File: config.mk
export PLATFORM = sky130hd
export DESIGN_NAME = lztd_ram
export DESIGN_NICKNAME = d
export VERILOG_FILES = /design/src/sv/lztd_ram.sv
export SDC_FILE = /design/constraint.sdc
export NUM_CORES = 2
export LEC_CHECK = 0
export BUFFER_PORTS_ARGS = -buffer_cell sky130_fd_sc_hd__buf_2
export CORE_MARGIN = 4
export CORE_UTILIZATION = 57
export DETAILED_ROUTE_END_ITERATION = 8
export PLACE_DENSITY_LB_ADDON = 0.2
export SLEW_MARGIN = 40
export SYNTH_ARGS = -nofsm -noshare
export SYNTH_HDL_FRONTEND = slang
export SYNTH_SLANG_ARGS = --single-unit
File: constraint.sdc
create_clock -name clk -period 2.56 [get_ports clk]
set_clock_uncertainty 0.1 [all_clocks]
set_input_delay 0.64 -clock clk [delete_from_list [all_inputs] [get_ports clk]]
set_output_delay 0.64 -clock clk [all_outputs]
set_load 0.05 [all_outputs]
File: src/sv/lztd_ram.sv
// Generic single-port-write, single-port-read RAM with registered read.
// Depends on nothing; used for the history store.
module lztd_ram #(
  parameter int WIDTH = 8,
  parameter int DEPTH = 256
) (
  input  logic                     clk,
  input  logic                     we,
  input  logic [$clog2(DEPTH)-1:0] waddr,
  input  logic [WIDTH-1:0]         wdata,
  input  logic [$clog2(DEPTH)-1:0] raddr,
  output logic [WIDTH-1:0]         rdata
);

  logic [WIDTH-1:0] mem [DEPTH];

  always_ff @(posedge clk) begin
    if (we) begin
      mem[waddr] <= wdata;
    end
  end

  // read during write to the same entry returns the old contents
  always_ff @(posedge clk) begin
    rdata <= mem[raddr];
  end

endmodule

==> impl_metrics.ini <==
[sta]
timing.fmax_mhz = 388.1
tightestPinTransition_ns = 0.8211
max_slew_margin = 0.4513
grt_setup_unrepaired = false
setup_viol_count_final = 1
slew_violations = 0
fin_ws_ns = -0.01656
finalCriticalPeriod_ns = 2.577
finalCritPeriodShare = 1.006
hold_viol = 0

[setup_path]
reg2reg_from = mem[27][3]
end_kind = register
startpoint_type = primary input
worst-r2r-cell-count = 8
worstReg2RegEnd = rdata[3]
arrival_ns = 3.19
cp_max_fo = 16
reg2reg_slack_ns = 0.07
crit_type = primary input to register
crit_start = raddr[1]
cp_data_required_time_ns = 3.17
cp-endpoint = rdata[0]

[yosys]
muxShareOfSynthArea = 0.1462
synthXorXnorAreaFrac = 0
synth_top_family_by_area = multiplexers
syn_area_mm2 = 0.07956
ys_types = 55
synth_enable_flop_cells = 2048
yosysWarnings = 0
synthSimpleGateAreaFrac = 0.02628
synth-main-ff-cell = edfxtp_1
netlist_instances = 3733
synth.avg_cell_area_um2 = 21.31
syn_nets = 3759
postSynth.asyncResetShare = 0
synth-adder-area-share = 0
ys_seq_elements = 2056
ys_seq_area_frac = 0.7750
synth-compound-area-share = 0.03419

[global_routing]
grt_usage = 0.2742
grt_first_pass_wirelength_um = 288500
grt_overflow = 0
grt_max_degree = 83
grt_antenna_before_repair = 4
grt_pass1_vias = 41660

[power_and_ir_drop]
seqPwrFrac = 0.535
vdd_drop_max_uv = 663.1
power_frac_comb = 0.058
netSwitchingFraction = 0.2126
leakagePower_nw = 30.76
switchingPower_mw = 14.78
pwr-share-clk = 0.407
powerDensity_mw_per_mm2 = 739.1
internal_power_mw = 54.75

[route]
drt_iter0_markers = 5450
drt-pass1-iter-count = 5
drc_errors = 0
wire_per_inst_um = 30.31
drt-total-wl_um = 197500
vias_per_cell = 6.370
drt.antenna.violating_nets = 0
vias = 41510

[cells_and_area]
nets = 4509
final_common_cell = edfxtp_1
nFillCells = 8611
area_growth_syn_to_layout_pct = 18.24
drive_above_1_share = 0.3340
mostFrequentLayoutCells = edfxtp_1, buf_4, mux4_2, nor2_1, clkbuf_16
fin_util = 0.6816

[floorplan]
io_pins = 34
start_util = 0.5765
die_h_um = 381.6
core_mm2 = 0.1380
dieArea_mm2 = 0.1456
fp-row-count = 136
chipWidth_um = 381.6

[clock_tree]
cts_htree_levels = 4
cts_buffer_depth = 3
cts_tree = done
cts_made_buffers = 198
hold_buffers = 0
cts-root-buf = clkbuf_16
cts.sinks = 2056
clock_latency_ns = 0.82
clkTransAtPathRegs_ns = 0.06

[outcome]
status = finished with violations
violations = setup timing

[hold_path]
hold_class = primary input to register

[flow_run]
max_cap_violations = 0

[placement]
hpwl_um = 130000
dpl_worst_slack_ns = -1.108
gp_congestion = 0.9354
io_buffers = 33
==> per-stage QoR <==
stage | instances | hold WS, ns | TNS (ns) | cell area [um2] | total power [mW]
floorplan | 3733 | 0.6389 | -0.04276 | 79780 | 39.78
global placement | 6146 | 0.9645 | -8.807 | 87600 | 41.86
detailed placement | 6146 | 0.9680 | -7.898 | 87620 | 41.91
CTS | 6516 | 0.07929 | 0 | 94000 | 69.90
global route | 6516 | 0.09153 | 0 | 94070 | 71.60
finish | 6517 | 0.1256 | -0.01656 | 94070 | 69.53
==> power by group through the flow <==
| stage | registers (mW) | clock network [mW] | logic, mW |
|---|---|---|---|
| finish | 37.2 | 28.3 | 4.07 |
| global placement | 37.9 | 0 | 3.97 |
| floorplan | 37.9 | 0 | 1.85 |
| global route | 37.2 | 30.2 | 4.26 |
| CTS | 37.2 | 28.7 | 4.05 |
| detailed placement | 37.9 | 0 | 4.01 |
==> worst max-delay path, stage by stage <==
cell and delay, ns:
buf_8 0.14, buf_4 0.20, or2b_1 0.28, buf_4 0.22
o221ai_1 0.49, a21oi_1 0.14, nor3_1 0.46, nor4_1 0.18
buf_4 0.18, nor4_2 0.22
==> cell families (layout without fill, tap and decap cells) <==
kind of cell | Yosys count | in the layout
other | 0 | 1
AND/OR/NAND/NOR | 466 | 466
multiplexers | 591 | 591
flip-flops | 2056 | 2056
AO/OA/AOI/OAI | 385 | 385
buffers and inverters | 235 | 1155
==> worst min-delay path by stage <==
stage / cells past startpoint / slack, ns / end / from
finish: 1 / 0.13 / mem[225][4] / wdata[4]
global route: 1 / 0.09 / mem[225][4] / wdata[4]
CTS: 1 / 0.08 / mem[225][4] / wdata[4]
detailed placement: 1 / 0.97 / mem[225][4] / wdata[4]
global placement: 1 / 0.96 / mem[226][4] / wdata[4]
floorplan: 0 / 0.64 / mem[0][0] / wdata[0]
==> repair_timing <==
item / CTS / global route
cloned: 0 / 0
setup endpoints to repair: 7 / 6
gates resized for setup: 14 / 12
pin swaps: 1 / 4
buffers inserted: 0 / 0
==> area by class of cell <==
| class | count | area [um2] | share of cell area |
|---|---|---|---|
| Inverter | 2 | 7.507 | 0.00007981 |
| Antenna cell | 1 | 2.502 | 0.00002660 |
| Clock buffer | 255 | 5200 | 0.05528 |
| Clock inverter | 115 | 1086 | 0.01155 |
| Timing Repair Buffer | 783 | 7083 | 0.07530 |
| Multi-Input combinational cell | 1442 | 16700 | 0.1775 |
| Tap cell | 1863 | 2331 | 0.02478 |
| Sequential cell | 2056 | 61660 | 0.6555 |
==> Yosys cell counts, types with 5 or more instances <==
master | number | area [um2]
buf_8 | 13 | 195.2
nand2_1 | 33 | 123.9
clkbuf_1 | 111 | 416.7
buf_2 | 31 | 155.2
o22a_1 | 5 | 43.79
buf_6 | 21 | 236.5
dfxtp_1 | 8 | 160.2
nand3_1 | 34 | 170.2
nor4_1 | 24 | 150.1
buf_1 | 22 | 82.58
a22oi_1 | 133 | 998.5
buf_4 | 27 | 202.7
o21ai_0 | 10 | 50.05
mux2i_1 | 134 | 1341
nor3_1 | 22 | 110.1
o221ai_1 | 46 | 402.9
and2_1 | 6 | 37.54
mux4_2 | 454 | 10220
nand2b_1 | 8 | 50.05
buf_12 | 8 | 160.2
a211oi_1 | 16 | 120.1
a22o_1 | 8 | 70.07
edfxtp_1 | 2048 | 61500
o22ai_1 | 28 | 175.2
nor2b_1 | 31 | 193.9
o211ai_1 | 10 | 75.07
a21oi_1 | 96 | 480.5
a221oi_1 | 13 | 113.9
nand4_1 | 10 | 62.56
nor2_1 | 282 | 1059
==> flip-flops by register name, indices dropped and copies added (netlist names) <==
name	count
mem	2048
rdata	8
==> per-layer routing <==
metal,GRT usage,vias to the layer above,part of all wire
li1,-,17200,-
met1,0.3910,21810,0.39
met2,0.4303,2156,0.48
met3,0.06435,341,0.10
met4,0.08336,4,0.031
met5,0,-,0.00011
Power figures use the tool's default switching activity.
