$ cat config.mk
export PLATFORM = sky130hd
export DESIGN_NAME = lztd_outreg
export DESIGN_NICKNAME = d
export VERILOG_FILES = /design/src/sv/lztd_pkg.sv /design/src/sv/lztd_outreg.sv
export SDC_FILE = /design/constraint.sdc
export NUM_CORES = 1
export LEC_CHECK = 0
export BUFFER_PORTS_ARGS = -buffer_cell sky130_fd_sc_hd__buf_4
export CAP_MARGIN = 20
export CORE_MARGIN = 5
export CORE_UTILIZATION = 35
export DETAILED_ROUTE_END_ITERATION = 8
export HOLD_SLACK_MARGIN = 0.05
export PLACE_DENSITY = 0.7
export SYNTH_ARGS = -nofsm -noshare
export SYNTH_HDL_FRONTEND = slang
export SYNTH_SLANG_ARGS = --single-unit
$ cat constraint.sdc
create_clock -name clk -period 0.8 [get_ports clk]
set_input_delay 0.16 -clock clk [delete_from_list [all_inputs] [get_ports clk]]
set_output_delay 0.16 -clock clk [all_outputs]
set_load 0.05 [all_outputs]
$ cat src/sv/lztd_pkg.sv
// Shared types and constants for the LZ77 token decompressor.
// No dependencies; imported by lztd_outreg, lztd_core and the top level.
package lztd_pkg;

  localparam int HISTORY_DEPTH_DEF    = 65536;
  localparam int BYTES_PER_RESULT_DEF = 4;
  localparam int OUT_BYTES            = 4;

  // configuration register indexes
  localparam logic [1:0] CFG_MAX_CAPACITY = 2'd0;
  localparam logic [1:0] CFG_STD_MODE     = 2'd1;
  localparam logic [1:0] CFG_TURBO_MODE   = 2'd2;

  localparam logic [15:0] MAX_CAPACITY_RST = 16'hFFFF;
  localparam logic [7:0]  STD_MODE_RST     = 8'h00;
  localparam logic [7:0]  TURBO_MODE_RST   = 8'h01;

  // header byte positions
  localparam logic [3:0] HDR_MODE   = 4'd4;
  localparam logic [3:0] HDR_LEN_HI = 4'd6;
  localparam logic [3:0] HDR_LEN_LO = 4'd7;
  localparam logic [3:0] HDR_BYTES  = 4'd8;

  localparam logic [7:0] MAGIC [4] = '{8'h43, 8'h54, 8'h58, 8'h46};

  // status / error codes
  localparam logic [1:0] ST_OK       = 2'd0;
  localparam logic [1:0] ST_FORMAT   = 2'd1;
  localparam logic [1:0] ST_CAPACITY = 2'd2;

  localparam logic KIND_DATA   = 1'b0;
  localparam logic KIND_STATUS = 1'b1;

  typedef enum logic [1:0] {
    PH_TOKEN,
    PH_DIST_HI,
    PH_DIST_LO
  } phase_t;

  typedef enum logic [1:0] {
    S_IDLE,
    S_COPY,
    S_STATUS
  } state_t;

  typedef struct packed {
    logic                      kind;
    logic [OUT_BYTES-1:0][7:0] bytes;
    logic [2:0]                count;
    logic [1:0]                status;
    logic [15:0]               length;
    logic                      last;
  } result_t;

endpackage

$ cat src/sv/lztd_outreg.sv
// Output holding register between the decoder and the result channel.
// Depends on lztd_pkg for the result struct.
module lztd_outreg
  import lztd_pkg::*;
(
  input  logic    clk,
  input  logic    rst,
  input  logic    push,
  input  result_t din,
  output logic    free,
  output logic    out_valid,
  input  logic    out_stall,
  output result_t dout
);

  logic    valid;
  result_t data;

  assign free      = !valid || !out_stall;
  assign out_valid = valid;
  assign dout      = data;

  always_ff @(posedge clk) begin
    if (rst) begin
      valid <= 1'b0;
    end else if (push) begin
      valid <= 1'b1;
    end else if (!out_stall) begin
      valid <= 1'b0;
    end
  end

  always_ff @(posedge clk) begin
    if (push) begin
      data <= din;
    end
  end

endmodule

==> impl.org <==
** Synth
- Sorting the synthesized cells by area gives the leading types as sky130_fd_sc_hd__edfxtp_1 98%, sky130_fd_sc_hd__dfxtp_1 1.2%, sky130_fd_sc_hd__a21oi_1 0.30%.
- Number of instances in the synthesized netlist :: 59
- After synthesis, the mean cell area works out to 28.54 sq um.
- Net count after synthesis :: 118
- After synthesis, the netlist uses 5 different library cells.
- Register area share after synthesis :: 99.26%
- Synthesis inferred 56 register bits.
- Netlist area before placement :: 1684 sq um
- The share of synthesized area in the top cell type comes to 98.07%.
- During synthesis, Yosys emitted a total of 0 warnings.
- The biggest area contributor in the post-synthesis netlist is sky130_fd_sc_hd__edfxtp_1.

** Placement
- Detailed placement finished with a half-perimeter wire length of 3290 microns.
- Quantity of I/O buffers inserted on ports :: 115
- The congestion estimate from routability-driven global placement came to 0.7224.

** Die
- After floorplanning, the core was sized to cover 4692 sq um.
- IO Pins :: 116
- Horizontal extent of the die :: 79.37 microns
- For this configuration, the core starts out at a cell density of 35.89%.
- Die Outline Area :: 6299 sq um
- Vertical die dimension :: 79.37 microns
- Number of placement rows :: 25

** Global routing
- Antenna violations before repair :: 0
- The via count of the first global-routing pass was 1509.
- For this run the aggregate overflow at the end of global routing stands at 0.
- First-pass GRT wire length :: 7948 microns
- In the global route stage, overall resource usage came out at 17.47%.
- Entering global routing, the biggest net connects 26 pins.

** Timing
- After layout, the worst setup slack is -0.2560 ns.
- The number of max-slew violations in the final report came to 0.
- Part of the cycle the worst path needs :: 132.0%
- Setup violations remaining at the end of the flow were counted as 58.
- Summed over all failing endpoints, the final setup total negative slack is -12.45 ns.
- Setup repair after global routing could not meet its margin everywhere.
- Final period demand of the worst path :: 1.056 ns
- Timing would allow up to 0.9469 GHz.
- For the pin with the worst max-slew slack, the measured transition is 0.1487 ns.
- Clock tree skew after final layout :: 0 ns
- Slew margin rel. :: 90.09%
- Hold violation count in the final report :: 0

** Setup path
- The worst setup path is of the reg -> out kind.
- Broken down by cell family, the worst path's largest delay share belongs to flip-flops.
- Worst Setup End Kind :: output port
- Arrival time at the worst endpoint :: 0.90 ns
- Crit path launch type :: flop
- Req. time, crit path :: 0.64 ns
- Of all nets on the critical path, the largest fanout is 1.
- Buffering stage count on the worst path with inverters included :: 1
- Largest stage delay on the critical path :: 0.42 ns
- The critical path goes through buf_6.
- Across all register-to-register paths, the minimum setup slack is 0.13 ns.
- Slowest-stage cell, CP :: sky130_fd_sc_hd__edfxtp_1

** Route
- Average wire length per cell after detail routing :: 17.51 microns
- Summing over every cut layer, the via total after detailed routing is 1274.
- Total detailed-routing wirelength :: 5165 microns
- After detailed routing, the number of remaining DRC violations is 0.
- Drt pass-1 iters :: 4
- The first routing iteration left 59 violations.
- Via-per-instance ratio :: 4.319
- Number of antenna-violating nets in the routed design :: 0

** Final layout
- Share of cells above drive strength 1 :: 52.28%
- Area growth from synthesis to layout :: 110.2%
- After filler insertion, the fill cell instance count of the layout stands at 271.
- 0 antenna diodes ended up in the layout.
- For this run, the post-layout net count is 299.

** Power
- Sequential share of power :: 52.2%
- Worst vdd rail ir drop :: 1.423 mV
- In this run switching power makes up 29.11% of total power.
- Of the total power, combinational logic draws 27.0%.
- Static leakage :: 1.482 nW
- Summing internal, switching and leakage power gives 6.895 mW.
- In this run the power spent charging and discharging nets is 2.007 mW.
- Clock network power share :: 20.9%
- Internal Pwr Total :: 4.888 mW
- Power spread over the standard cell area amounts to 1948 nW/um^2.

** CTS
- Clock latency on the worst-skew pair :: 0.29 ns
- Maximum clock path buffer count :: 2
- Number of H-tree levels :: 2
- TritonCTS built the clock tree.
- Buffers inserted during clock tree synthesis total 5.
- The clock drives 56 sinks.
- Clock tree synthesis selected as its root buffer the cell sky130_fd_sc_hd__clkbuf_8.
- Register clock-pin slew on the reported worst setup and hold paths :: 0.09 ns
- Buffers added to address setup during post-CTS repair amount to 0.

** Run status
- Status :: complete, but fails checks
- The checks that failed: setup timing.

** Min path
- Type of the most critical hold path :: in -> reg

** Run
- Total of max-cap violations :: 0
[final cells by class]
type                       count  area, sq um  area share [%]
clock inverter                 2        11.26          0.3181
multi-input combinational      3        20.02          0.5656
tap                           54        67.56           1.909
sequential                    56         1675           47.33
timing repair buffer         174         1693           47.83
clock buffer                   6        72.57           2.050
[placed cells by master, fill, tap and decap left out, drive strengths merged]
cell,count
nor2,1
dlygate4sd3,56
clkinvlp,1
nand2,1
clkinv,1
dfxtp,1
a21oi,1
buf,118
clkbuf,6
edfxtp,55
[per-layer routing]
metal,GRT usage [%],vias up,part of all wire [%],wire (microns)
met1,17.43,599,33,1685
met3,7.256,8,9.8,505
met4,5.155,0,1.3,68
li1,-,595,-,-
met2,32.74,72,56,2906
met5,0,-,0,0
[state kept, by name, indices dropped and copies added (netlist names)]
name	count
dout	55
out_valid	1
[worst paths after layout]
kind / startpoint / endpoint / depth (start not counted)
worst max-delay path: dout[32] / dout[32] / 1
worst min-delay path: push / dout[22] / 1
worst max register to register: out_valid / out_valid / 2
worst min register to register: out_valid / out_valid / 2
[cells by family (layout without fill, tap and decap cells)]
logic type	after synthesis	in the layout	share of synthesized area, %
AOI/OAI and AO/OA	1	1	0.2969
DFF	56	56	99.26
buffers and inverters	0	182	0
and+or+nand+nor	2	2	0.4453
[what timing repair did]
item / in CTS / in global routing
hold endpoints to repair: 56 / 0
gates cloned: 0 / 0
hold buffers: 56 / 0
setup endpoints to repair: 57 / 57
gates resized for setup: 59 / 0
[cell usage after synthesis]
cell,instances
sky130_fd_sc_hd__edfxtp_1,55
sky130_fd_sc_hd__dfxtp_1,1
sky130_fd_sc_hd__nor2_1,1
sky130_fd_sc_hd__nand2_1,1
sky130_fd_sc_hd__a21oi_1,1
[per-stage QoR]
stage                     worst slack [ns]  hold WS [ns]  util, %  cells  instance area (sq um)
after detailed placement         -0.006653        0.3144    56.99    231                   2674
after global routing               -0.2957        0.1244    75.44    295                   3540
after CTS                          -0.2715        0.1196    75.44    295                   3540
after floorplan                    0.03940        0.2227        -     59                   1695
final                              -0.2560        0.1468    75.44    295                   3540
after global placement             0.01420        0.3104    56.99    231                   2674
[power groups by stage]
| stage | Combinational (mW) | Sequential [mW] | Clock, mW |
|---|---|---|---|
| finish | 1.86 | 3.60 | 1.44 |
| global route | 1.92 | 3.62 | 1.63 |
| CTS | 1.86 | 3.60 | 1.51 |
| detailed placement | 1.49 | 3.61 | 0 |
| global placement | 1.47 | 3.60 | 0 |
| floorplan | 0.0136 | 4.42 | 0 |
No activity file was read; power rests on OpenSTA's default activity.
