## src/sv/lztd_pkg.sv

```systemverilog
// Shared types and constants for the LZ77 token decompressor.
// No dependencies; imported by lztd_outreg, lztd_core and the top level.
package lztd_pkg;

  localparam int HISTORY_DEPTH_DEF    = 65536;
  localparam int BYTES_PER_RESULT_DEF = 4;
  localparam int OUT_BYTES            = 4;

  // configuration register indexes
  localparam logic [1:0] CFG_MAX_CAPACITY = 2'd0;
  localparam logic [1:0] CFG_STD_MODE     = 2'd1;
  localparam logic [1:0] CFG_TURBO_MODE   = 2'd2;

  localparam logic [15:0] MAX_CAPACITY_RST = 16'hFFFF;
  localparam logic [7:0]  STD_MODE_RST     = 8'h00;
  localparam logic [7:0]  TURBO_MODE_RST   = 8'h01;

  // header byte positions
  localparam logic [3:0] HDR_MODE   = 4'd4;
  localparam logic [3:0] HDR_LEN_HI = 4'd6;
  localparam logic [3:0] HDR_LEN_LO = 4'd7;
  localparam logic [3:0] HDR_BYTES  = 4'd8;

  localparam logic [7:0] MAGIC [4] = '{8'h43, 8'h54, 8'h58, 8'h46};

  // status / error codes
  localparam logic [1:0] ST_OK       = 2'd0;
  localparam logic [1:0] ST_FORMAT   = 2'd1;
  localparam logic [1:0] ST_CAPACITY = 2'd2;

  localparam logic KIND_DATA   = 1'b0;
  localparam logic KIND_STATUS = 1'b1;

  typedef enum logic [1:0] {
    PH_TOKEN,
    PH_DIST_HI,
    PH_DIST_LO
  } phase_t;

  typedef enum logic [1:0] {
    S_IDLE,
    S_COPY,
    S_STATUS
  } state_t;

  typedef struct packed {
    logic                      kind;
    logic [OUT_BYTES-1:0][7:0] bytes;
    logic [2:0]                count;
    logic [1:0]                status;
    logic [15:0]               length;
    logic                      last;
  } result_t;

endpackage

```

## src/sv/lztd_core.sv

```systemverilog
// Header parser, token decoder and match copy sequencer of the decompressor.
// Depends on lztd_pkg; drives the history RAM and the output register.
module lztd_core
  import lztd_pkg::*;
#(
  parameter int HISTORY_DEPTH    = HISTORY_DEPTH_DEF,
  parameter int BYTES_PER_RESULT = BYTES_PER_RESULT_DEF
) (
  input  logic                             clk,
  input  logic                             rst,
  input  logic                             cfg_write,
  input  logic [1:0]                       cfg_index,
  input  logic [15:0]                      cfg_data,
  input  logic                             in_valid,
  input  logic [7:0]                       in_byte,
  input  logic                             end_of_block,
  output logic                             in_stall,
  input  logic                             out_free,
  output logic                             push,
  output result_t                          res,
  output logic                             ram_we,
  output logic [$clog2(HISTORY_DEPTH)-1:0] ram_waddr,
  output logic [7:0]                       ram_wdata,
  output logic [$clog2(HISTORY_DEPTH)-1:0] ram_raddr,
  input  logic [7:0]                       ram_rdata
);

  localparam int AW    = $clog2(HISTORY_DEPTH);
  localparam int CHUNK = (BYTES_PER_RESULT < OUT_BYTES) ? BYTES_PER_RESULT : OUT_BYTES;

  // configuration
  logic [15:0] max_capacity;
  logic [7:0]  std_mode, turbo_mode;

  // block state
  state_t      state, state_next;
  logic [3:0]  header_index, header_index_next;
  logic        lz_decoding, lz_decoding_next;
  logic [15:0] original_length, original_length_next;
  logic [15:0] write_position, write_position_next;
  phase_t      token_phase, token_phase_next;
  logic [6:0]  pending_length, pending_length_next;
  logic [7:0]  distance_high, distance_high_next;
  logic [1:0]  error_code, error_code_next;
  logic        finished, finished_next;
  logic        eob_saved, eob_saved_next;

  // copy sequencer
  logic [AW-1:0]             src, src_next;
  logic [6:0]                remaining, remaining_next;
  logic [2:0]                fill, fill_next;
  logic [OUT_BYTES-1:0][7:0] chunk, chunk_next;
  logic [7:0]                last_byte, last_byte_next;
  logic                      fwd_ok, fwd_ok_next;
  logic                      dist_one, dist_one_next;

  logic          accept;
  logic [15:0]   match_dist;
  logic          dist_bad;
  logic [AW-1:0] src_start;
  logic          wp_full, wp_full_after;
  logic          start_copy;
  logic          cap_hit, emit_byte, emit_cap, need_emit, adv, copy_done;
  logic [6:0]    rem_after;
  logic [2:0]    fill_after;
  logic [7:0]    copy_byte;
  logic [16:0]   wp_inc;

  assign in_stall   = !(state == S_IDLE && out_free);
  assign accept     = in_valid && !in_stall;
  assign match_dist = {distance_high, in_byte};
  assign dist_bad   = (match_dist == 16'd0) || (match_dist > write_position);
  assign src_start  = AW'(write_position - match_dist);
  assign wp_full    = write_position >= max_capacity;
  assign wp_inc     = {1'b0, write_position} + 17'd1;
  assign wp_full_after = wp_inc >= {1'b0, max_capacity};

  assign start_copy = accept && error_code == ST_OK && header_index >= HDR_BYTES
                      && lz_decoding && token_phase == PH_DIST_LO && !dist_bad
                      && pending_length != 7'd0;

  // copy step: a distance of one (modulo depth) reads the entry written in the same cycle
  assign copy_byte  = (dist_one && fwd_ok) ? last_byte : ram_rdata;
  assign cap_hit    = wp_full;
  assign rem_after  = remaining - 7'd1;
  assign fill_after = fill + 3'd1;
  assign emit_byte  = !cap_hit && (fill_after == 3'(CHUNK) || rem_after == 7'd0);
  assign emit_cap   = cap_hit && fill != 3'd0;
  assign need_emit  = emit_byte || emit_cap;
  assign adv        = !need_emit || out_free;
  assign copy_done  = adv && (cap_hit || rem_after == 7'd0);

  always_ff @(posedge clk) begin
    if (rst) begin
      max_capacity <= MAX_CAPACITY_RST;
      std_mode     <= STD_MODE_RST;
      turbo_mode   <= TURBO_MODE_RST;
    end else if (cfg_write) begin
      case (cfg_index)
        CFG_MAX_CAPACITY: max_capacity <= cfg_data;
        CFG_STD_MODE:     std_mode     <= cfg_data[7:0];
        CFG_TURBO_MODE:   turbo_mode   <= cfg_data[7:0];
        default: ;
      endcase
    end
  end

  always_comb begin : p_state_next
    state_next = state;
    case (state)
      S_IDLE: begin
        if (start_copy) begin
          state_next = S_COPY;
        end else if (accept && end_of_block) begin
          state_next = S_STATUS;
        end
      end
      S_COPY: begin
        if (copy_done) begin
          state_next = eob_saved ? S_STATUS : S_IDLE;
        end
      end
      S_STATUS: begin
        if (out_free) begin
          state_next = S_IDLE;
        end
      end
      default: state_next = S_IDLE;
    endcase
  end

  always_comb begin : p_datapath
    header_index_next    = header_index;
    lz_decoding_next     = lz_decoding;
    original_length_next = original_length;
    write_position_next  = write_position;
    token_phase_next     = token_phase;
    pending_length_next  = pending_length;
    distance_high_next   = distance_high;
    error_code_next      = error_code;
    finished_next        = finished;
    eob_saved_next       = eob_saved;
    src_next             = src;
    remaining_next       = remaining;
    fill_next            = fill;
    chunk_next           = chunk;
    last_byte_next       = last_byte;
    fwd_ok_next          = fwd_ok;
    dist_one_next        = dist_one;
    ram_we               = 1'b0;
    ram_waddr            = write_position[AW-1:0];
    ram_wdata            = in_byte;
    ram_raddr            = src;
    push                 = 1'b0;
    res                  = '0;

    case (state)
      S_IDLE: begin
        ram_raddr = src_start;
        if (accept) begin
          if (error_code == ST_OK) begin
            if (header_index < HDR_BYTES) begin
              case (header_index) inside
                [4'd0:4'd3]: begin
                  if (in_byte != MAGIC[header_index[1:0]]) error_code_next = ST_FORMAT;
                end
                HDR_MODE:   lz_decoding_next = (in_byte == std_mode) || (in_byte == turbo_mode);
                HDR_LEN_HI: original_length_next = {in_byte, 8'h00};
                HDR_LEN_LO: original_length_next = {original_length[15:8], in_byte};
                default: ;
              endcase
              header_index_next = header_index + 4'd1;
              if (header_index == HDR_LEN_LO && error_code_next == ST_OK
                  && original_length_next > max_capacity) begin
                error_code_next = ST_CAPACITY;
              end
            end else if (!lz_decoding) begin
              // raw mode: bytes past capacity are dropped without error
              if (!wp_full) begin
                ram_we              = 1'b1;
                write_position_next = wp_inc[15:0];
                push                = 1'b1;
                res.kind            = KIND_DATA;
                res.bytes[0]        = in_byte;
                res.count           = 3'd1;
                res.last            = !end_of_block;
              end
            end else begin
              case (token_phase)
                PH_TOKEN: begin
                  if (finished || write_position >= original_length) begin
                    finished_next = 1'b1;
                  end else if (in_byte[7]) begin
                    pending_length_next = in_byte[6:0];
                    token_phase_next    = PH_DIST_HI;
                  end else if (!wp_full) begin
                    ram_we              = 1'b1;
                    write_position_next = wp_inc[15:0];
                    push                = 1'b1;
                    res.kind            = KIND_DATA;
                    res.bytes[0]        = in_byte;
                    res.count           = 3'd1;
                    res.last            = !end_of_block;
                  end else begin
                    error_code_next = ST_CAPACITY;
                  end
                end
                PH_DIST_HI: begin
                  distance_high_next = in_byte;
                  token_phase_next   = PH_DIST_LO;
                end
                PH_DIST_LO: begin
                  token_phase_next = PH_TOKEN;
                  if (dist_bad) begin
                    error_code_next = ST_FORMAT;
                  end else if (pending_length != 7'd0) begin
                    src_next       = src_start;
                    remaining_next = pending_length;
                    fill_next      = 3'd0;
                    fwd_ok_next    = 1'b0;
                    dist_one_next  = match_dist[AW-1:0] == AW'(1);
                  end
                end
                default: ;
              endcase
            end
          end
          eob_saved_next = end_of_block;
          if (end_of_block && error_code_next == ST_OK
              && (header_index_next < HDR_BYTES || token_phase_next != PH_TOKEN)) begin
            error_code_next = ST_FORMAT;
          end
        end
      end

      S_COPY: begin
        ram_wdata = copy_byte;
        ram_raddr = (adv && !cap_hit) ? src + AW'(1) : src;
        if (adv) begin
          if (cap_hit) begin
            error_code_next = ST_CAPACITY;
          end else begin
            ram_we                  = 1'b1;
            write_position_next     = wp_inc[15:0];
            chunk_next[fill[1:0]]   = copy_byte;
            fill_next               = emit_byte ? 3'd0 : fill_after;
            remaining_next          = rem_after;
            src_next                = src + AW'(1);
            last_byte_next          = copy_byte;
            fwd_ok_next             = 1'b1;
          end
          if (need_emit) begin
            push     = 1'b1;
            res.kind = KIND_DATA;
            for (int i = 0; i < OUT_BYTES; i++) begin
              if (3'(i) < fill) begin
                res.bytes[i] = chunk[i];
              end else if (!cap_hit && 3'(i) == fill) begin
                res.bytes[i] = copy_byte;
              end
            end
            res.count = cap_hit ? fill : fill_after;
            // last if !eob_saved and the copy ends here or next byte would hit capacity
            res.last  = !eob_saved && (cap_hit || rem_after == 7'd0 || wp_full_after);
          end
        end
      end

      S_STATUS: begin
        if (out_free) begin
          push                 = 1'b1;
          res.kind             = KIND_STATUS;
          res.status           = error_code;
          res.length           = write_position;
          res.last             = 1'b1;
          header_index_next    = 4'd0;
          lz_decoding_next     = 1'b0;
          original_length_next = 16'd0;
          write_position_next  = 16'd0;
          token_phase_next     = PH_TOKEN;
          pending_length_next  = 7'd0;
          distance_high_next   = 8'd0;
          error_code_next      = ST_OK;
          finished_next        = 1'b0;
          eob_saved_next       = 1'b0;
        end
      end

      default: ;
    endcase
  end

  always_ff @(posedge clk) begin
    if (rst) begin
      state           <= S_IDLE;
      header_index    <= 4'd0;
      lz_decoding     <= 1'b0;
      original_length <= 16'd0;
      write_position  <= 16'd0;
      token_phase     <= PH_TOKEN;
      pending_length  <= 7'd0;
      distance_high   <= 8'd0;
      error_code      <= ST_OK;
      finished        <= 1'b0;
      eob_saved       <= 1'b0;
      remaining       <= 7'd0;
      fill            <= 3'd0;
      fwd_ok          <= 1'b0;
    end else begin
      state           <= state_next;
      header_index    <= header_index_next;
      lz_decoding     <= lz_decoding_next;
      original_length <= original_length_next;
      write_position  <= write_position_next;
      token_phase     <= token_phase_next;
      pending_length  <= pending_length_next;
      distance_high   <= distance_high_next;
      error_code      <= error_code_next;
      finished        <= finished_next;
      eob_saved       <= eob_saved_next;
      remaining       <= remaining_next;
      fill            <= fill_next;
      fwd_ok          <= fwd_ok_next;
    end
  end

  always_ff @(posedge clk) begin
    src       <= src_next;
    chunk     <= chunk_next;
    last_byte <= last_byte_next;
    dist_one  <= dist_one_next;
  end

  a_push_free: assert property (@(posedge clk) disable iff (rst)
    push |-> out_free)
    else $error("result pushed while output register is occupied");

  a_fill_range: assert property (@(posedge clk) disable iff (rst)
    state == S_COPY |-> (fill < 3'(CHUNK) && remaining != 7'd0))
    else $error("copy sequencer out of range");

  a_block_clear: assert property (@(posedge clk) disable iff (rst)
    (state == S_STATUS && out_free) |=>
      (header_index == 4'd0 && write_position == 16'd0 && error_code == ST_OK))
    else $error("block state not cleared after status transfer");

  a_error_sticky: assert property (@(posedge clk) disable iff (rst)
    (error_code != ST_OK && !(state == S_STATUS && out_free)) |=>
      error_code == $past(error_code))
    else $error("first error code overwritten");

endmodule

```

## config.mk

```make
export PLATFORM = sky130hd
export DESIGN_NAME = lztd_core
export DESIGN_NICKNAME = d
export VERILOG_FILES = /design/src/sv/lztd_pkg.sv /design/src/sv/lztd_core.sv
export SDC_FILE = /design/constraint.sdc
export NUM_CORES = 1
export LEC_CHECK = 0
export BUFFER_PORTS_ARGS = -buffer_cell sky130_fd_sc_hd__buf_2
export CORE_AREA = 2 2 149 151
export DETAILED_ROUTE_END_ITERATION = 6
export DIE_AREA = 0 0 151 153
export GPL_ROUTABILITY_DRIVEN = 1
export PLACE_DENSITY = 0.77
export SETUP_SLACK_MARGIN = 0.4
export SLEW_MARGIN = 15
export SYNTH_ARGS = -nofsm -noshare
export SYNTH_HDL_FRONTEND = slang
export SYNTH_SLANG_ARGS = --single-unit
```

## constraint.sdc

```tcl
create_clock -name clk -period 3 [get_ports clk]
set_input_delay 0.3 -clock clk [delete_from_list [all_inputs] [get_ports clk]]
set_output_delay 0.3 -clock clk [all_outputs]
set_load 0.02 [all_outputs]
```

==> metrics <==
status finished with violations; failing checks design-rule violations, negative setup slack; Pwr Density between 300 and 400 nW/um^2; CP required 2700 ps; Sinks on Clock Net 160; I/O Pins 138; root buffer cell clkbuf_16; area delta synth->final 51.2%; fillcell total about 1200; RePlAce Congestion 0.986; RSZ-0062 raised after global routing true; Max Cap Viol 0; layout net count roughly 1800; insertion delay to the later sink of the worst-skew pair between 400 and 500 ps; die extent in y 153 um; first-pass GRT wire length ~64000 um; CP peak stage delay roughly 670 ps; Routed Antenna Nets 0; M2 GR Usage 0.583; Critical-path top delay cell or4_4; initial antenna violation count 1; Crit path max-delay family simple AND/OR/NAND/NOR gates; CTS tree built; HP Class input pin to flip-flop; Seq/Total Area, Yosys 0.330; Layout Utilization 0.805; die width between 150 and 200 um; IO Port Bufs 137; Final Hold Fails 0; Leak between 7 and 8 nW; slack of the critical path -741 ps; RR Startpoint ram_waddr[0]; routed len/inst 25.5 um; Worst setup endpoint ram_raddr[14]; row count 54; CTS Hold Buffers Added 0; Finished Layout Cells a little under 2000; R2R Setup Slk -250 ps; ant diodes 0; fin crit share 1.25; DR vias roughly 13000; Fin Clk Skew between 15 and 20 ps; largest net degree at the start of global routing 76; Worst Setup End Kind output pin; DRC 9; crit path max fanout 5; DPL Wire Length 28800 um; CTS H-tree depth 4; area of the die between 20000 and 25000 sq um; crit-path cells ha_1 > nand3_1 > or4_4 > or2_1 > nor2_1 > nand2_1 > xor2_1 > o221ai_2 > buf_4; worst ir drop on vdd ~360 uV; Post-synth EDFFs 57; placed cell count about 1800; synth unique cells 89; Core Area between 20000 and 25000 sq um; synthesized cell area between 10000 and 15000 sq um; cell depth of the worst setup path 9; met3 GRT Util 0.0582; peak-usage layer in the global routing report met2; Setup TNS Final -34300 ps; CP Buf/Inv Count 1; mean post-synth cell area between 8 and 9 sq um; Final Max Slew Viols 0; vias per inst a little under 7; cts bufs inserted 17; Syn. warnings 0; reg2reg end src[3]; met1 Use GR 0.441; Fmax approximately 270 MHz; clock slew at reported path FFs about 80 ps; CTS max path bufs 2; crit path from src[0]; setup violators final 94; synthesized instance count roughly 1300; Max transition margin 0.337; GR Overflow Total 0; Post-synth ARST share 0; Detailed Routing Iterations Pass 1 7; share of layout cells above drive strength 1 0.420; Least-Margin Pin Slew approximately 990 ps; post-layout minimum cycle time 3740 ps; WS Path Type flip-flop to output pin; syn_nets about 1500; final WL roughly 50000 um; critical path arrival 3440 ps; DR iter-0 viols 1600; gr usage total 0.356; Worst Setup Start Kind flip-flop; worst r2r path cells 14; Yosys reg bits 160; Starting Density 0.533; vias in the first global route 12000; Primary FF master, synth dfxtp_1
cell type report:
class | instances | area [sq um] | share of cell area
repair inverters | 1 | 11.3 | 0.000651
inverters | 73 | 307 | 0.0177
repair buffers | 380 | 3320 | 0.192
multi-input cells | 1031 | 8870 | 0.513
flip-flops and latches | 160 | 3830 | 0.222
well taps | 280 | 350 | 0.0203
clock buffers | 17 | 425 | 0.0246
clock inverters | 15 | 179 | 0.0103
state kept, by name, indices dropped and copies added (netlist names), 7 cells and up:
register / cells
chunk: 32
distance_high: 8
last_byte: 8
max_capacity: 16
original_length: 16
pending_length: 7
ram_waddr: 16
remaining: 7
src: 16
std_mode: 8
turbo_mode: 8
per-layer routing:
layer  routed length [um]  share of wire
met5                   10        0.00020
met4                 4320          0.087
met3                 5370           0.11
met2                22700           0.45
met1                17500           0.35
how the worst min path moves through the flow:
stage / startpoint / endpoint / slack, ps / depth (start not counted)
floorplan: cfg_data[0] / turbo_mode[0] / 430 / 2
global placement: original_length[12] / original_length[12] / 480 / 2
detailed placement: original_length[15] / original_length[15] / 480 / 2
CTS: cfg_data[14] / max_capacity[14] / 80 / 3
global route: cfg_data[14] / max_capacity[14] / 110 / 3
finish: cfg_data[9] / max_capacity[9] / 80 / 3
worst min-delay path, stage by stage:
cell and delay [ps]:
buf_2 70, nand2_1 40, o211ai_1 70
what timing repair did:
item                       CTS  global route
gates cloned                 7             2
pin swaps                   58            92
gates resized for setup    203           191
buffers inserted            44            34
setup endpoints to repair  151           155
cells in the mapped netlist (5+ instances only):
master	number	share of area
o21ai_1	13	0.0057
o21a_1	14	0.0092
edfxtp_1	57	0.15
xor2_1	27	0.021
clkbuf_1	57	0.019
inv_1	70	0.023
nor4_1	9	0.0049
mux2_2	11	0.011
a31oi_1	9	0.0049
o22ai_1	9	0.0049
and3_1	23	0.013
ha_1	96	0.10
nor3_1	12	0.0052
dfxtp_1	103	0.18
o31ai_1	11	0.0072
buf_2	8	0.0035
nand3_1	32	0.014
o211ai_1	24	0.016
or3_1	8	0.0044
a22oi_1	60	0.039
mux2i_1	38	0.033
nor2_1	153	0.050
nand2_1	112	0.037
a21oi_1	66	0.029
xnor2_1	47	0.036
nor2b_1	8	0.0044
a21o_1	18	0.012
a41o_1	9	0.0079
o211a_1	7	0.0061
a211oi_1	10	0.0066
o21ai_0	67	0.029
nand2b_1	13	0.0071
buf_1	6	0.0020
and2_1	5	0.0027
nand4_1	26	0.014
a211o_1	7	0.0054
placed cells by master (no fill, tap or decap), types with 14 or more instances in the layout:
cell	n
a21oi_1	52
buf_6	92
ha_1	69
inv_1	60
nand4_1	26
a21o_1	16
o21a_1	14
nor2_4	39
xor2_1	24
buf_12	16
o21ai_0	42
nand3_1	19
xnor2_1	43
ha_4	21
nor2_1	112
buf_2	85
o211ai_1	24
edfxtp_1	57
buf_4	179
mux2i_1	36
nand2_1	101
a22oi_2	25
o21ai_1	19
and3_1	19
clkbuf_16	19
dfxtp_1	82
a22oi_1	35
o21ai_2	16
where the power goes:
part / total (mW) / internal (mW) / switching, mW
logic: 0.831 / 0.309 / 0.522
registers: 2.28 / 2.26 / 0.0215
clock network: 2.29 / 1.25 / 1.04
total: 5.41 / 3.82 / 1.58
kinds of logic (layout without fill, tap and decap cells):
logic type / after synthesis / in the layout / share of synthesized area
AND/OR/NAND/NOR: 433 / 433 / 0.181
AO/OA/AOI/OAI: 377 / 377 / 0.231
flip-flops: 160 / 160 / 0.330
buffers and inverters: 145 / 486 / 0.0488
adder cells (fa/ha/maj): 97 / 97 / 0.107
XOR/XNOR: 74 / 74 / 0.0566
multiplexers: 50 / 50 / 0.0460
stage by stage:
step / area, sq um / power, mW / hold WS (ps) / worst slack, ps
floorplan: 12300 / 2.74 / 425 / -83.2
global placement: 14300 / 2.99 / 478 / -163
detailed placement: 14300 / 3.00 / 484 / -231
CTS: 16100 / 5.26 / 84.2 / -512
global route: 17300 / 5.51 / 106 / -807
finish: 17300 / 5.41 / 79.5 / -741
Power figures use the tool's default switching activity.
